### src/hdl/ipv4_header_ingress_filter_core_defines.svh
// ----------------------------------------------------------------------------
// ipv4_header_ingress_filter_core_defines.svh
// Assertion macros shared by the filter RTL. All sample on clk and are
// disabled while rst_n is low.
// ----------------------------------------------------------------------------
`ifndef IPV4_HEADER_INGRESS_FILTER_CORE_DEFINES_SVH
`define IPV4_HEADER_INGRESS_FILTER_CORE_DEFINES_SVH

// plain property check
`define IHF_ASSERT(lbl, prop, msg) \
    lbl: assert property (@(posedge clk) disable iff (!rst_n) (prop)) else $error(msg);

// same-cycle implication
`define IHF_ASSERT_IMP(lbl, ante, cons, msg) \
    lbl: assert property (@(posedge clk) disable iff (!rst_n) (ante) |-> (cons)) \
        else $error(msg);

// next-cycle implication
`define IHF_ASSERT_NXT(lbl, ante, cons, msg) \
    lbl: assert property (@(posedge clk) disable iff (!rst_n) (ante) |=> (cons)) \
        else $error(msg);

`endif

### src/hdl/ihf_pkg.sv
// ----------------------------------------------------------------------------
// ihf_pkg
// Types and constants of the IPv4 header ingress filter.
// ----------------------------------------------------------------------------
package ihf_pkg;

    // verdict codes
    typedef enum logic [2:0] {
        VERDICT_UDP_ACCEPT  = 3'd0,
        VERDICT_ICMP_ACCEPT = 3'd1,
        VERDICT_BAD_VERSION = 3'd2,
        VERDICT_SHORT_IHL   = 3'd3,
        VERDICT_ADDR_MISS   = 3'd4,
        VERDICT_CKSUM_BAD   = 3'd5,
        VERDICT_UNKNOWN     = 3'd6
    } verdict_t;

    // header constants
    localparam logic [3:0] IPV4_VER   = 4'd4;
    localparam logic [3:0] MIN_IHL    = 4'd5;
    localparam logic [7:0] PROTO_ICMP = 8'd1;
    localparam logic [7:0] PROTO_UDP  = 8'd17;

    // word positions within the header
    localparam logic [4:0] IDX_PROTO  = 5'd4;
    localparam logic [4:0] IDX_CKSUM  = 5'd5;
    localparam logic [4:0] IDX_SRC_HI = 5'd6;
    localparam logic [4:0] IDX_SRC_LO = 5'd7;
    localparam logic [4:0] IDX_DST_HI = 5'd8;
    localparam logic [4:0] IDX_DST_LO = 5'd9;

    // register map (word index = paddr[2])
    localparam logic REG_OWN_ADDR = 1'b0;

    // one result beat
    typedef struct packed {
        logic [4:0]  hdr_words;
        logic [31:0] src_addr;
        logic [7:0]  protocol;
        verdict_t    verdict;
    } result_t;

endpackage

### src/hdl/ihf_cfg_regs.sv
// ----------------------------------------------------------------------------
// ihf_cfg_regs
// APB register file: holds this station's IPv4 address.
// ----------------------------------------------------------------------------
module ihf_cfg_regs
(
    input  logic        clk,
    input  logic        rst_n,
    input  logic        psel,
    input  logic        penable,
    input  logic        pwrite,
    input  logic [2:0]  paddr,
    input  logic [31:0] pwdata,
    output logic [31:0] prdata,
    output logic        pready,
    output logic [31:0] own_addr
);

    logic [31:0] own_addr_reg;
    logic        wr_en;

    assign pready = 1'b1;
    assign wr_en  = psel && penable && pwrite && pready;

    // register write
    always_ff @(posedge clk or negedge rst_n)
    begin
        if (!rst_n)
        begin
            own_addr_reg <= 32'd0;
        end
        else if (wr_en && (paddr[2] == ihf_pkg::REG_OWN_ADDR))
        begin
            own_addr_reg <= pwdata;
        end
    end

    // read mux; low address bits ignored
    always_comb
    begin
        unique case (paddr[2])
            ihf_pkg::REG_OWN_ADDR: prdata = own_addr_reg;
            default:               prdata = 32'd0;
        endcase
    end

    assign own_addr = own_addr_reg;

endmodule

### src/hdl/ihf_parser.sv
// ----------------------------------------------------------------------------
// ihf_parser
// Input register plus header parse state. Captures fields, keeps the
// ones-complement sum and forms the verdict for the registered word.
// ----------------------------------------------------------------------------
`include "ipv4_header_ingress_filter_core_defines.svh"

module ihf_parser
(
    input  logic             clk,
    input  logic             rst_n,
    input  logic             s_tvalid,
    output logic             s_tready,
    input  logic [15:0]      s_tdata,
    input  logic             s_tuser,
    input  logic             adv,
    input  logic [31:0]      own_addr,
    output logic             res_valid,
    output ihf_pkg::result_t res
);

    // input register
    logic        in_valid_reg;
    logic [15:0] word_reg;
    logic        start_reg;

    // parse state
    logic        active_reg,  active_next;
    logic [4:0]  widx_reg,    widx_next;
    logic [4:0]  len_reg,     len_next;
    logic [15:0] sum_reg,     sum_next;
    logic [15:0] chk_reg,     chk_next;
    logic [7:0]  proto_reg,   proto_next;
    logic [31:0] src_reg,     src_next;
    logic [31:0] dst_reg,     dst_next;

    logic        step;

    assign s_tready = !in_valid_reg || adv;
    assign step     = in_valid_reg && adv;

    // input beat capture
    always_ff @(posedge clk or negedge rst_n)
    begin
        if (!rst_n)
        begin
            in_valid_reg <= 1'b0;
        end
        else if (s_tready)
        begin
            in_valid_reg <= s_tvalid;
        end
    end

    always_ff @(posedge clk)
    begin
        if (s_tready && s_tvalid)
        begin
            word_reg  <= s_tdata;
            start_reg <= s_tuser;
        end
    end

    // parse step for the registered word
    always_comb
    begin
        logic [3:0]  ver;
        logic [3:0]  ihl;
        logic        early;
        logic        done;
        logic        run;
        logic [4:0]  idx;
        logic [16:0] sum_add;
        ihf_pkg::verdict_t vd;

        ver   = word_reg[15:12];
        ihl   = word_reg[11:8];
        early = 1'b0;
        vd    = ihf_pkg::VERDICT_UNKNOWN;

        // start restarts from cleared state
        if (start_reg)
        begin
            idx       = 5'd0;
            sum_next  = 16'd0;
            chk_next  = 16'd0;
            proto_next = 8'd0;
            src_next  = 32'd0;
            dst_next  = 32'd0;
            len_next  = {ihl, 1'b0};
            run       = 1'b1;
            if (ver != ihf_pkg::IPV4_VER)
            begin
                early = 1'b1;
                vd    = ihf_pkg::VERDICT_BAD_VERSION;
            end
            else if (ihl < ihf_pkg::MIN_IHL)
            begin
                early = 1'b1;
                vd    = ihf_pkg::VERDICT_SHORT_IHL;
            end
        end
        else
        begin
            idx        = widx_reg;
            sum_next   = sum_reg;
            chk_next   = chk_reg;
            proto_next = proto_reg;
            src_next   = src_reg;
            dst_next   = dst_reg;
            len_next   = len_reg;
            run        = active_reg;
        end

        // field capture and running sum
        sum_add = {1'b0, sum_next} + {1'b0, word_reg};
        if (run && !early)
        begin
            case (idx)
                ihf_pkg::IDX_PROTO:  proto_next = word_reg[7:0];
                ihf_pkg::IDX_SRC_HI: src_next[31:16] = word_reg;
                ihf_pkg::IDX_SRC_LO: src_next[15:0]  = word_reg;
                ihf_pkg::IDX_DST_HI: dst_next[31:16] = word_reg;
                ihf_pkg::IDX_DST_LO: dst_next[15:0]  = word_reg;
                default: ;
            endcase
            if (idx == ihf_pkg::IDX_CKSUM)
            begin
                chk_next = word_reg;
            end
            else
            begin
                sum_next = sum_add[15:0] + {15'd0, sum_add[16]};
            end
        end

        done = ({1'b0, idx} + 6'd1) >= {1'b0, len_next};

        // final checks in order
        if (!early)
        begin
            if (dst_next != own_addr)
                vd = ihf_pkg::VERDICT_ADDR_MISS;
            else if (~sum_next != chk_next)
                vd = ihf_pkg::VERDICT_CKSUM_BAD;
            else if (proto_next == ihf_pkg::PROTO_UDP)
                vd = ihf_pkg::VERDICT_UDP_ACCEPT;
            else if (proto_next == ihf_pkg::PROTO_ICMP)
                vd = ihf_pkg::VERDICT_ICMP_ACCEPT;
            else
                vd = ihf_pkg::VERDICT_UNKNOWN;
        end

        res_valid = in_valid_reg && (early || (run && done));
        widx_next = early ? 5'd0 : (run ? idx + 5'd1 : widx_reg);
        active_next = run && !early && !done;

        res.verdict   = vd;
        res.protocol  = proto_next;
        res.src_addr  = src_next;
        res.hdr_words = len_next;
    end

    // state update on every advancing beat
    always_ff @(posedge clk or negedge rst_n)
    begin
        if (!rst_n)
        begin
            active_reg <= 1'b0;
            widx_reg   <= 5'd0;
            len_reg    <= 5'd0;
            sum_reg    <= 16'd0;
            chk_reg    <= 16'd0;
            proto_reg  <= 8'd0;
            src_reg    <= 32'd0;
            dst_reg    <= 32'd0;
        end
        else if (step)
        begin
            active_reg <= active_next;
            widx_reg   <= widx_next;
            len_reg    <= len_next;
            sum_reg    <= sum_next;
            chk_reg    <= chk_next;
            proto_reg  <= proto_next;
            src_reg    <= src_next;
            dst_reg    <= dst_next;
        end
    end

    // checks
    `IHF_ASSERT_IMP(a_res_needs_beat, res_valid, in_valid_reg, "result without a beat")
    `IHF_ASSERT_NXT(a_res_ends_hdr, step && res_valid, !active_reg, "header still open after verdict")
    `IHF_ASSERT_IMP(a_idx_in_hdr, active_reg, widx_reg < len_reg, "word index past header length")
    `IHF_ASSERT_IMP(a_len_min, active_reg, len_reg >= 5'd10, "open header shorter than minimum")

endmodule

### src/hdl/ihf_out_reg.sv
// ----------------------------------------------------------------------------
// ihf_out_reg
// Result register on the master side. Holds a beat while the sink stalls.
// ----------------------------------------------------------------------------
module ihf_out_reg
(
    input  logic             clk,
    input  logic             rst_n,
    input  logic             res_valid,
    input  ihf_pkg::result_t res,
    output logic             adv,
    output logic             m_tvalid,
    input  logic             m_tready,
    output logic [47:0]      m_tdata
);

    logic             valid_reg;
    ihf_pkg::result_t data_reg;

    assign adv = !valid_reg || m_tready;

    // valid flag
    always_ff @(posedge clk or negedge rst_n)
    begin
        if (!rst_n)
        begin
            valid_reg <= 1'b0;
        end
        else if (adv)
        begin
            valid_reg <= res_valid;
        end
    end

    // payload
    always_ff @(posedge clk)
    begin
        if (adv && res_valid)
        begin
            data_reg <= res;
        end
    end

    assign m_tvalid = valid_reg;
    assign m_tdata  = data_reg;

endmodule

### src/hdl/ipv4_header_ingress_filter_core.sv
// ----------------------------------------------------------------------------
// ipv4_header_ingress_filter_core
// IPv4 header check: version, IHL, destination address, header checksum and
// protocol class, with the source address passed on for ARP learning.
// ----------------------------------------------------------------------------
// Usage:
//   Slave stream carries header words: s_tdata is one 16-bit word in network
//   order, s_tuser high marks the first word of a header (restarts parsing).
//   Words with s_tuser low outside a header are dropped.
//   Master stream carries one verdict beat per header: at the last header
//   word, or on the first word for a bad version or an IHL below 5.
//   APB port writes own_addr at address 0.
// Throughput: one word per cycle without stalls; the parse state updates once
//   per word in a single pass between the input and result registers.
// Path: an accepted word is parsed from the input register, and its verdict
//   beat is loaded into the result register behind m_tvalid once it is free.
// Reset: clears the input and result valid flags, the parse state and
//   own_addr; the block comes up idle, outside any header.
// Stall: while m_tvalid is high and m_tready low the result register holds,
//   the input register holds its word and s_tready drops once it is full.
// ----------------------------------------------------------------------------
module ipv4_header_ingress_filter_core
(
    input  logic        clk,
    input  logic        rst_n,
    // slave stream
    input  logic        s_tvalid,
    output logic        s_tready,
    input  logic [15:0] s_tdata,   // [15:0] hdr_word
    input  logic        s_tuser,   // [0] start_req
    // master stream
    output logic        m_tvalid,
    input  logic        m_tready,
    output logic [47:0] m_tdata,   // [2:0] verdict, [10:3] protocol,
                                   // [42:11] src_addr, [47:43] hdr_words
    // APB
    input  logic        psel,
    input  logic        penable,
    input  logic        pwrite,
    input  logic [2:0]  paddr,
    input  logic [31:0] pwdata,
    output logic [31:0] prdata,
    output logic        pready
);

    logic [31:0]      own_addr;
    logic             adv;
    logic             res_valid;
    ihf_pkg::result_t res;

    // configuration
    ihf_cfg_regs u_cfg
    (
        .clk      (clk),
        .rst_n    (rst_n),
        .psel     (psel),
        .penable  (penable),
        .pwrite   (pwrite),
        .paddr    (paddr),
        .pwdata   (pwdata),
        .prdata   (prdata),
        .pready   (pready),
        .own_addr (own_addr)
    );

    // parse stage
    ihf_parser u_parser
    (
        .clk       (clk),
        .rst_n     (rst_n),
        .s_tvalid  (s_tvalid),
        .s_tready  (s_tready),
        .s_tdata   (s_tdata),
        .s_tuser   (s_tuser),
        .adv       (adv),
        .own_addr  (own_addr),
        .res_valid (res_valid),
        .res       (res)
    );

    // result register
    ihf_out_reg u_out
    (
        .clk       (clk),
        .rst_n     (rst_n),
        .res_valid (res_valid),
        .res       (res),
        .adv       (adv),
        .m_tvalid  (m_tvalid),
        .m_tready  (m_tready),
        .m_tdata   (m_tdata)
    );

endmodule

### config.mk
export PLATFORM = sky130hd
export DESIGN_NAME = ipv4_header_ingress_filter_core
export DESIGN_NICKNAME = d
export VERILOG_FILES = /design/src/hdl/ihf_pkg.sv /design/src/hdl/ihf_cfg_regs.sv /design/src/hdl/ihf_parser.sv /design/src/hdl/ihf_out_reg.sv /design/src/hdl/ipv4_header_ingress_filter_core.sv
export VERILOG_INCLUDE_DIRS = /design/src /design/src/hdl
export SDC_FILE = /design/constraint.sdc
export NUM_CORES = 1
export LEC_CHECK = 0
export BUFFER_PORTS_ARGS = -buffer_cell sky130_fd_sc_hd__buf_2
export CORE_UTILIZATION = 54
export CTS_CLUSTER_DIAMETER = 120
export DETAILED_ROUTE_END_ITERATION = 10
export PLACE_DENSITY = 0.89
export SYNTH_ARGS = -nofsm -noshare
export SYNTH_HDL_FRONTEND = slang
export SYNTH_SLANG_ARGS = --single-unit
### constraint.sdc
create_clock -name clk -period 6 [get_ports clk]
set_input_delay 0.9 -clock clk [delete_from_list [all_inputs] [get_ports clk]]
set_output_delay 0.9 -clock clk [all_outputs]
set_load 0.1 [all_outputs]
* Word level (Yosys, flattened, before mapping)
Cells that the tools add are included.
Word-level totals: register bits after elaboration 214, bits of input ports 59, output and inout port bits 83, word-level logic and storage cells 89
Cells by class: add/sub/neg operators 4, order comparisons 2, equality and inequality tests 11, mux-type cells 34, bitwise operators 2, reductions and logical operators 19
Operator list (number):
- 2-to-1 mux 16 bit | 10
- 2-to-1 mux 32 bit | 5
- != test 32 bit | 1
- 2-to-1 mux 3 bit | 8
- 2-to-1 mux 8 bit | 3
- equality test 5 x 3 -> 1 bit, second input constant | 4
- 2-to-1 mux 5 bit | 4
- adder 16 x 16 -> 17 bit | 1
- adder 16 x 1 -> 16 bit | 1
- != test 16 bit | 1
- NOT 16 bit | 1
- equality test 5 x 4 -> 1 bit, second input constant | 2
- logical AND 1 bit | 10
- equality test 8 x 1 -> 1 bit, second input constant | 1
- equality test 8 x 5 -> 1 bit, second input constant | 1
- adder 5 x 1 -> 6 bit, second input constant | 1
- greater-or-equal comparator 6 x 5 -> 1 bit | 1
- adder 5 x 1 -> 5 bit, second input constant | 1
- zero test 1 bit | 4
- less-than comparator 4 x 3 -> 1 bit, second input constant | 1
- 2-to-1 mux 1 bit | 4
- != test 4 x 3 -> 1 bit, second input constant | 1
- logical OR 1 bit | 3
- AND reduction 2 bit | 1
- other kinds (2) | 2

* Logic depth before layout (Yosys ltp)
Gate-level depths: netlist of the first run.
depth in word-level cells 13, gate-level depth with buffers 27, gate-level depth less buffers 21

* Cells and area by module
From an unflattened synthesis of the first run, not the netlist that was laid out.
Second synthesis, totals: cell total of the unflattened synthesis 1180, area total of the unflattened synthesis 12095.4 um^2
Modules (own cells, without submodules):
- ihf_parser | times used 1, cells an instance 1023, area each 9046.2 um^2, seq. area each 3413.3 um^2
- ihf_cfg_regs | times used 1, cells an instance 105, area each 1554.0 um^2, seq. area each 800.8 um^2
- ihf_out_reg | times used 1, cells an instance 52, area each 1495.2 um^2, seq. area each 1466.4 um^2

* Least setup slack after synthesis of the first run
No wires, ideal clock.
path kind flip-flop to flip-flop, from register u_parser.start_reg, to register u_out.data_reg, in the netlist u_out.m_tdata[2] (data pin), library setup time 0.254 ns, arrival 6.268 ns, required time 5.746 ns, setup slack -0.522 ns, cell stages (with the launch flop) 28, path buffers 7, clock period less this slack 6.522 ns, cells stage by stage edfxtp_1 -> buf_4 -> clkbuf_1 -> clkbuf_1 -> clkbuf_1 -> clkbuf_1 -> clkbuf_1 -> nor2b_1 -> ha_1 -> clkbuf_2 -> nand4_1 -> a211oi_2 -> o21bai_1 -> a221oi_1 -> o21ai_0 -> nand2b_1 -> ha_1 -> ha_1 -> nor2b_1 -> nand4_1 -> a211oi_1 -> nand2_1 -> xnor2_1 -> o2111ai_1 -> or3_1 -> or4_1 -> or4_1 -> o21a_1
RTL lines:
- start, declared | line ihf_parser.sv:25 | logic start_reg;
- start signal, assigned | line ihf_parser.sv:60 | start_reg <= s_tuser;
- end signal, assigned | line ihf_out_reg.sv:40 | data_reg <= res;
- end, declared | line ihf_out_reg.sv:18 | ihf_pkg::result_t data_reg;

==> impl_summary.log, run 1 <==
INFO  metric detailedRoute.firstPassIterationCount = 8
INFO  metric remaining_drc_errors = 2
INFO  metric timing.final.crit_period = 5.734 ns
INFO  metric drive_gt1_share = approximately 23%
INFO  metric detailed_place_hpwl = roughly 24000 um
INFO  metric cp_max_fo = 10
INFO  metric cell_with_the_most_instances_after_synthesis = nand2_1
INFO  metric design.core.area = 22570 um2
INFO  metric detail_route.vias_per_cell = about 6.4
INFO  metric totalWireLength = 35150 um
INFO  metric tot_gr_track_use = 29.26%
INFO  metric clkTransAtPathRegs = around 0.060 ns
INFO  metric crit_arrival = 6.01 ns
INFO  metric synth_unique_cells = 85
INFO  metric antenna_violations_before_repair = 0
INFO  metric floorplan.rows = 55
INFO  metric layout.nets = about 1500
INFO  metric setup_crit_path_kind = reg2reg
INFO  metric endpoint_kind = register
INFO  metric synth_top_flop_cell = dfrtp_1
INFO  metric final.setup.worst_slack = 0.2655 ns
INFO  metric synth_async_sr_flop_share = 69.63%
INFO  metric synth.area.top_cells = dfrtp_1 (30%), edfxtp_1 (16%), nand2_1 (5.5%)
INFO  metric initial_utilization = a little over half
INFO  metric largest_register_ff_count = 48
INFO  metric global_route_wire_length_before_repair = 54350 um
INFO  metric preCtsSetupSlack = roughly 0.13 ns
INFO  metric die_y = 153.4 um
INFO  metric synth_area = 12370 um2
INFO  metric port-buffer-count = between 100 and 150
INFO  metric drv_cap = 0
INFO  metric tightest_slew = 1.283 ns
INFO  metric drv_slew = 0
INFO  metric failed_checks = design-rule violations
INFO  metric fin_cells = about 1700
INFO  metric maxSlewHeadroom = 13.89%
INFO  metric routed-via-count = 10820
INFO  metric synth_edf_count = 65
INFO  metric layout.core_utilization = 63.20%
INFO  metric worstSetupStartpointType = register
INFO  metric detailedRoute.firstIterationViolations = roughly 1300
INFO  metric totalPowerFinal = 5.195 mW
INFO  metric clk-insertion-delay-late = 0.52 ns
INFO  metric tritoncts = yes
INFO  metric synth-seq-area-share = a little under half
INFO  metric status = finished, violations left
INFO  metric fin_worst_hold_slack = 0.4257 ns
INFO  metric synthTopCellsByCount = nand2_1 (181), dfrtp_1 (149), a21oi_1 (69), edfxtp_1 (65), nor2b_1 (65)
INFO  metric worst_ir_drop_vdd = between 0.0002 and 0.0003 V
INFO  metric antenna_left = 0
INFO  metric worst_min_delay_path_category = in2async
INFO  metric setup-violations-final = 0
INFO  metric area_growth_syn_to_layout = 15.28%
INFO  metric diodes = 0
INFO  metric timing_hold_violations_final = 0
INFO  metric placed_cells_incl_taps = 1648
INFO  metric synth_warn = 0
INFO  metric chipWidth = about 150 um
INFO  metric timing.setup.tns = 0 ns
INFO  metric finalWeightedCongestion = 0.9545
INFO  metric cp.required = 6.28 ns
INFO  metric power.static_leakage = 6.585 nW
INFO  metric hold_buffers = 0
INFO  metric synth.ff_latch_count = 214
INFO  metric clkSinkCount = 214
INFO  metric design.die.area = 23530 um2
INFO  metric cts_root_buffer = clkbuf_16
INFO  metric cts_inserted_buffers = 24
INFO  metric worst_clock_skew_on_the_final_layout = 0.01776 ns
INFO  metric grt.overflow.total = 0
INFO  metric detail_route.wl_per_cell = 20.75 um
INFO  metric maximum_number_of_pins_on_one_net_before_global_route_repair = 93
INFO  metric timing.final.crit_share = between 90% and 100%
INFO  metric fmax = 174.4 MHz
INFO  metric dpl-instance-area = 13400 um2
INFO  metric cts_max_path_buffers = 3
INFO  metric power_per_cell_area = 364.2 nW/um2
INFO  metric synth_top_cell_area_share = between 30% and 40%
INFO  metric synth.largest_area_cell = dfrtp_1
INFO  metric cts_htree_levels = 1
INFO  metric postSynthCellCount = 1265
INFO  metric via_count_of_the_first_global_routing_pass = 9852
INFO  metric postSynthNetCount = 1352
INFO  metric pin_count = between 100 and 150
INFO  metric avgSynthCellArea = 9.782 um2
INFO  metric design_area = 14260 um2
critical path: stages, from the launching register on:
cell and delay [ns]:
edfxtp_1 0.38, buf_4 0.18, nor2b_1 0.26, ha_2 0.41, a21oi_2 0.26, a211oi_4 0.10, o21bai_1 0.26, a221oi_2 0.10
o21ai_0 0.26, nand2b_1 0.12, ha_1 0.23, ha_1 0.24, xor2_1 0.19, and3_1 0.23, or3_1 0.34, a22oi_1 0.22
o2111ai_1 0.19, or3_1 0.37, or4_1 0.52, or4_1 0.44, o21a_1 0.21
per-layer routing:
layer	GRT usage [%]	part of all wire (%)
met1	40.68	40
met2	44.40	45
met3	5.103	9.9
met4	14.24	5.3
met5	0	0
report_power, final:
part	leakage (nW)	internal, mW	switching (mW)
sequential	2.61	1.69	0.156
clock	0.387	0.878	0.603
combinational	3.58	0.545	1.33
final timing paths:
check                                     startpoint              endpoint  slack [ns]  cells past startpoint
worst max-delay path              u_parser.start_reg      u_out.m_tdata[2]        0.27                     20
worst min-delay path                           rst_n   u_parser.src_reg[8]        0.43                      1
worst max register to register    u_parser.start_reg      u_out.m_tdata[2]        0.27                     20
worst min register to register  u_parser.src_reg[29]  u_parser.src_reg[29]        0.47                      2
max in group asynchronous                      rst_n  u_parser.src_reg[28]        4.20                      2
min in group clk                u_parser.src_reg[29]  u_parser.src_reg[29]        0.47                      2
cell usage in the layout, fill, tap and decap left out, types with 14 or more instances in the layout:
cell type	Yosys	final
buf_2	6	138
a31o_2	33	33
nor2b_1	65	62
xnor2_1	27	26
nand3_1	25	25
buf_4	7	46
edfxtp_1	65	65
o21ai_0	44	44
nand4_1	20	20
dfrtp_1	149	149
a31oi_1	19	19
nand2_1	181	180
xor2_1	37	37
inv_1	29	28
a22o_1	56	56
a21oi_1	69	68
nor4_1	14	14
ha_1	27	25
nor2_1	51	51
clkbuf_16	0	25
nand2b_1	29	29
and3_1	52	52
mux2_2	37	37
layout make-up:
cell class,count,area (um2)
Fill cell,1753,8307
Multi-Input combinational cell,937,6267
Sequential cell,214,5680
Timing Repair Buffer,185,1047
Clock buffer,31,668.1
Tap cell,285,356.6
Clock inverter,12,132.6
Inverter,30,112.6
cells by family after synthesis:
logic type / synth area share [%]
AND/OR/NAND/NOR: 20.30
AO/OA/AOI/OAI: 17.87
adder cells (fa/ha/maj): 2.892
XOR/XNOR: 4.712
buffers and inverters: 3.953
flip-flops: 45.90
multiplexers: 4.338
other: 0.03030
repair_timing:
action	4_1_cts	5_1_grt
buffers inserted	0	3
setup endpoints to repair	0	3
resized for setup	0	10
No activity file was read; power rests on OpenSTA's default activity.
==> inputs of run 2 (changes only) <==
==> constraint.sdc (replaced) <==
create_clock -name clk -period 6 [get_ports clk]
set_input_delay 1.2 -clock clk [delete_from_list [all_inputs] [get_ports clk]]
set_output_delay 1.2 -clock clk [all_outputs]
set_load 0.1 [all_outputs]
==> run 2 against run 1 <==
Maximum frequency down 0.29%. Register-to-register slack worse by 0.02 ns. Sequential power about the same. Final area down 0.23%. Non-clock buffer count up 2. Wire length up 1.9%. Clock skew down 0.0014 ns. Core utilization down 0.14 points. Hold slack better by 0.050 ns. The flow still finishes with violations (design-rule violations). Largest power group unchanged. Sequential share of layout area up 0.091 points.
==> impl_summary.log, run 2 (synthesis results as in run 1) <==
INFO  metric tightest_slew = 1.266 ns (-0.01707 ns)
INFO  metric post_cts.repair.setup_buffers = 0 (unchanged)
INFO  metric worst_ir_drop_vdd = 0.0002594 V (-8.7%)
INFO  metric power.static_leakage = 6.568 nW (-0.26%)
INFO  metric slowest_stage = or4_1
INFO  metric maximum_number_of_pins_on_one_net_before_global_route_repair = 106 (+14%)
INFO  metric fin_worst_hold_slack = 0.4760 ns (+0.05024 ns)
INFO  metric floorplan.rows = 55 (unchanged)
INFO  metric antenna_left = 0 (unchanged)
INFO  metric final.setup.worst_slack = 0.2485 ns (-0.01697 ns)
INFO  metric timing.final.crit_period = 5.751 ns (+0.01697 ns)
INFO  metric layout.core_utilization = 63.05% (-0.14 points)
INFO  metric crit_path_max_incr_delay = 0.52 ns (about the same)
INFO  metric ctsResizeCount = 0 (unchanged)
INFO  metric routed-via-count = 10780 (-0.37%)
INFO  metric cts_max_path_buffers = 3 (unchanged)
INFO  metric dpl-instance-area = 13440 um2 (+0.28%)
INFO  metric failed_checks = design-rule violations
INFO  metric clkTransAtPathRegs = 0.06 ns (about the same)
INFO  metric crit_arrival = 6.01 ns (about the same)
INFO  metric via_count_of_the_first_global_routing_pass = 10370 (+5.3%)
INFO  metric finalWeightedCongestion = 0.9523 (-0.23%)
INFO  metric detail_route.wl_per_cell = 21.11 um (+1.7%)
INFO  metric drv_cap = 0 (unchanged)
INFO  metric layout.nets = 1481 (+0.14%)
INFO  metric clk-insertion-delay-late = 0.52 ns (about the same)
INFO  metric chipWidth = 153.4 um (unchanged)
INFO  metric num-fill-cells = 1725 (-1.6%)
INFO  metric die_y = 153.4 um (unchanged)
INFO  metric pin_count = 142 (unchanged)
INFO  metric clkSinkCount = 214 (unchanged)
INFO  metric cp.required = 6.26 ns (-0.02 ns)
INFO  metric timing.final.crit_share = 95.86% (+0.28 points)
INFO  metric design.core.area = 22570 um2 (unchanged)
INFO  metric detailedRoute.firstIterationViolations = 1181 (-5.8%)
INFO  metric setup-violations-final = 0 (unchanged)
INFO  metric worst_path_dominant_cell_family = simple AND/OR/NAND/NOR gates
INFO  metric cp_max_fo = 8 (-2)
INFO  metric area_growth_syn_to_layout = 15.02%
INFO  metric grt.overflow.total = 0 (unchanged)
INFO  metric drive_gt1_share = 22.96% (-0.25 points)
INFO  metric cts_htree_levels = 1 (unchanged)
INFO  metric cts_root_buffer = clkbuf_16
INFO  metric worstPathBufferInverterCount = 1 (unchanged)
INFO  metric detail_route.vias_per_cell = 6.354 (-0.55%)
INFO  metric drv_slew = 0 (unchanged)
INFO  metric status = finished, violations left
INFO  metric layout.cells.most_common_list = nand2_1 (180), dfrtp_1 (149), buf_2 (137)
INFO  metric detailed_place_hpwl = 23950 um (+0.95%)
INFO  metric totalWireLength = 35820 um (+1.9%)
INFO  metric remaining_drc_errors = 4 (+2)
INFO  metric tritoncts = yes
INFO  metric worstSetupStartpointType = register
INFO  metric rsz0062_at_grt = no
INFO  metric tot_gr_track_use = 30.38% (+1.1 points)
INFO  metric preCtsSetupSlack = 0.2180 ns (+0.09030 ns)
INFO  metric hold_buffers = 0 (unchanged)
INFO  metric largest_register_ff_count = 48 (unchanged)
INFO  metric fmax = 173.9 MHz (-0.29%)
INFO  metric worst_clock_skew_on_the_final_layout = 0.01633 ns (-0.001431 ns)
INFO  metric initial_utilization = 54.82% (unchanged)
INFO  metric design.die.area = 23530 um2 (unchanged)
INFO  metric worst_min_delay_path_category = reg2reg
INFO  metric design_area = 14230 um2 (-0.23%)
INFO  metric antenna_violations_before_repair = 0 (unchanged)
INFO  metric maxSlewHeadroom = 14.71% (+0.82 points)
INFO  metric timing_hold_violations_final = 0 (unchanged)
INFO  metric critPathMostFrequentCell = ha_1
INFO  metric setup_crit_path_kind = reg2reg
INFO  metric cp_cell_sequence = buf_4 -> nor2b_1 -> ha_1 -> a21oi_1 -> and2_1 -> a221oi_2 -> o21ai_0 -> nand2b_1 -> ha_1 -> ha_1 -> xor2_1 -> and3_1 -> or3_1 -> a22oi_1 -> o2111ai_1 -> or3_1 -> or4_1 -> or4_1 -> o21a_1
INFO  metric power_per_cell_area = 361.5 nW/um2 (-0.74%)
INFO  metric cts_inserted_buffers = 24 (unchanged)
INFO  metric port-buffer-count = 138 (unchanged)
INFO  metric timing.setup.tns = 0 ns (unchanged)
INFO  metric detailedRoute.firstPassIterationCount = 8 (unchanged)
INFO  metric global_route_wire_length_before_repair = 56370 um (+3.7%)
INFO  metric final_common_cell = nand2_1
INFO  metric endpoint_kind = register
-- run 2: through the flow --
stage                     cells  power, mW
after detailed placement   1653      3.682
after global placement     1653      3.640
after floorplan            1265      3.236
after CTS                  1696      5.122
after global routing       1696      5.347
final                      1697      5.145
-- run 2: final timing paths --
| kind | to | cells past startpoint | start | slack [ns] |
|---|---|---|---|---|
| worst max-delay path | u_out.m_tdata[2] | 19 | u_parser.start_reg | 0.25 |
| worst min-delay path | u_parser.proto_reg[5] | 2 | u_parser.proto_reg[5] | 0.48 |
| worst max register to register | u_out.m_tdata[2] | 19 | u_parser.start_reg | 0.25 |
| worst min register to register | u_parser.proto_reg[5] | 2 | u_parser.proto_reg[5] | 0.48 |
| max in group asynchronous | u_parser.sum_reg[14] | 2 | rst_n | 3.96 |
| min in group asynchronous | u_parser.src_reg[8] | 1 | rst_n | 0.79 |
-- run 2: layer usage --
metal	vias up	share of wire, %	GRT usage [%]
met4	0	5.2	14.10
met3	146	9.8	5.869
met5	-	0	0
met1	5139	41	42.12
li1	4847	-	-
met2	651	44	46.14
-- run 2: report_power, final --
part	internal (mW)	switching, mW
Sequential	1.69	0.158
Clock	0.845	0.581
Combinational	0.545	1.33
-- run 2: worst reg2reg max path: cells and delay by family, from the launching register on --
family | cells | cell delay, ns
xor+xnor | 1 | 0.18
fa+ha+maj | 3 | 0.85
buf+inv | 1 | 0.22
compound gates | 6 | 1.15
flops | 1 | 0.49
simple gates | 8 | 2.59
-- run 2: final cells by class --
type | instances | area (um2) | area share (%)
antenna | 1 | 2.502 | 0.01758
clock inverter | 6 | 61.31 | 0.4308
clock buffer | 37 | 700.7 | 4.923
tap | 285 | 356.6 | 2.505
multi-input combinational | 937 | 6254 | 43.94
timing repair buffer | 187 | 1065 | 7.481
sequential | 214 | 5680 | 39.91
inverter | 30 | 112.6 | 0.7912
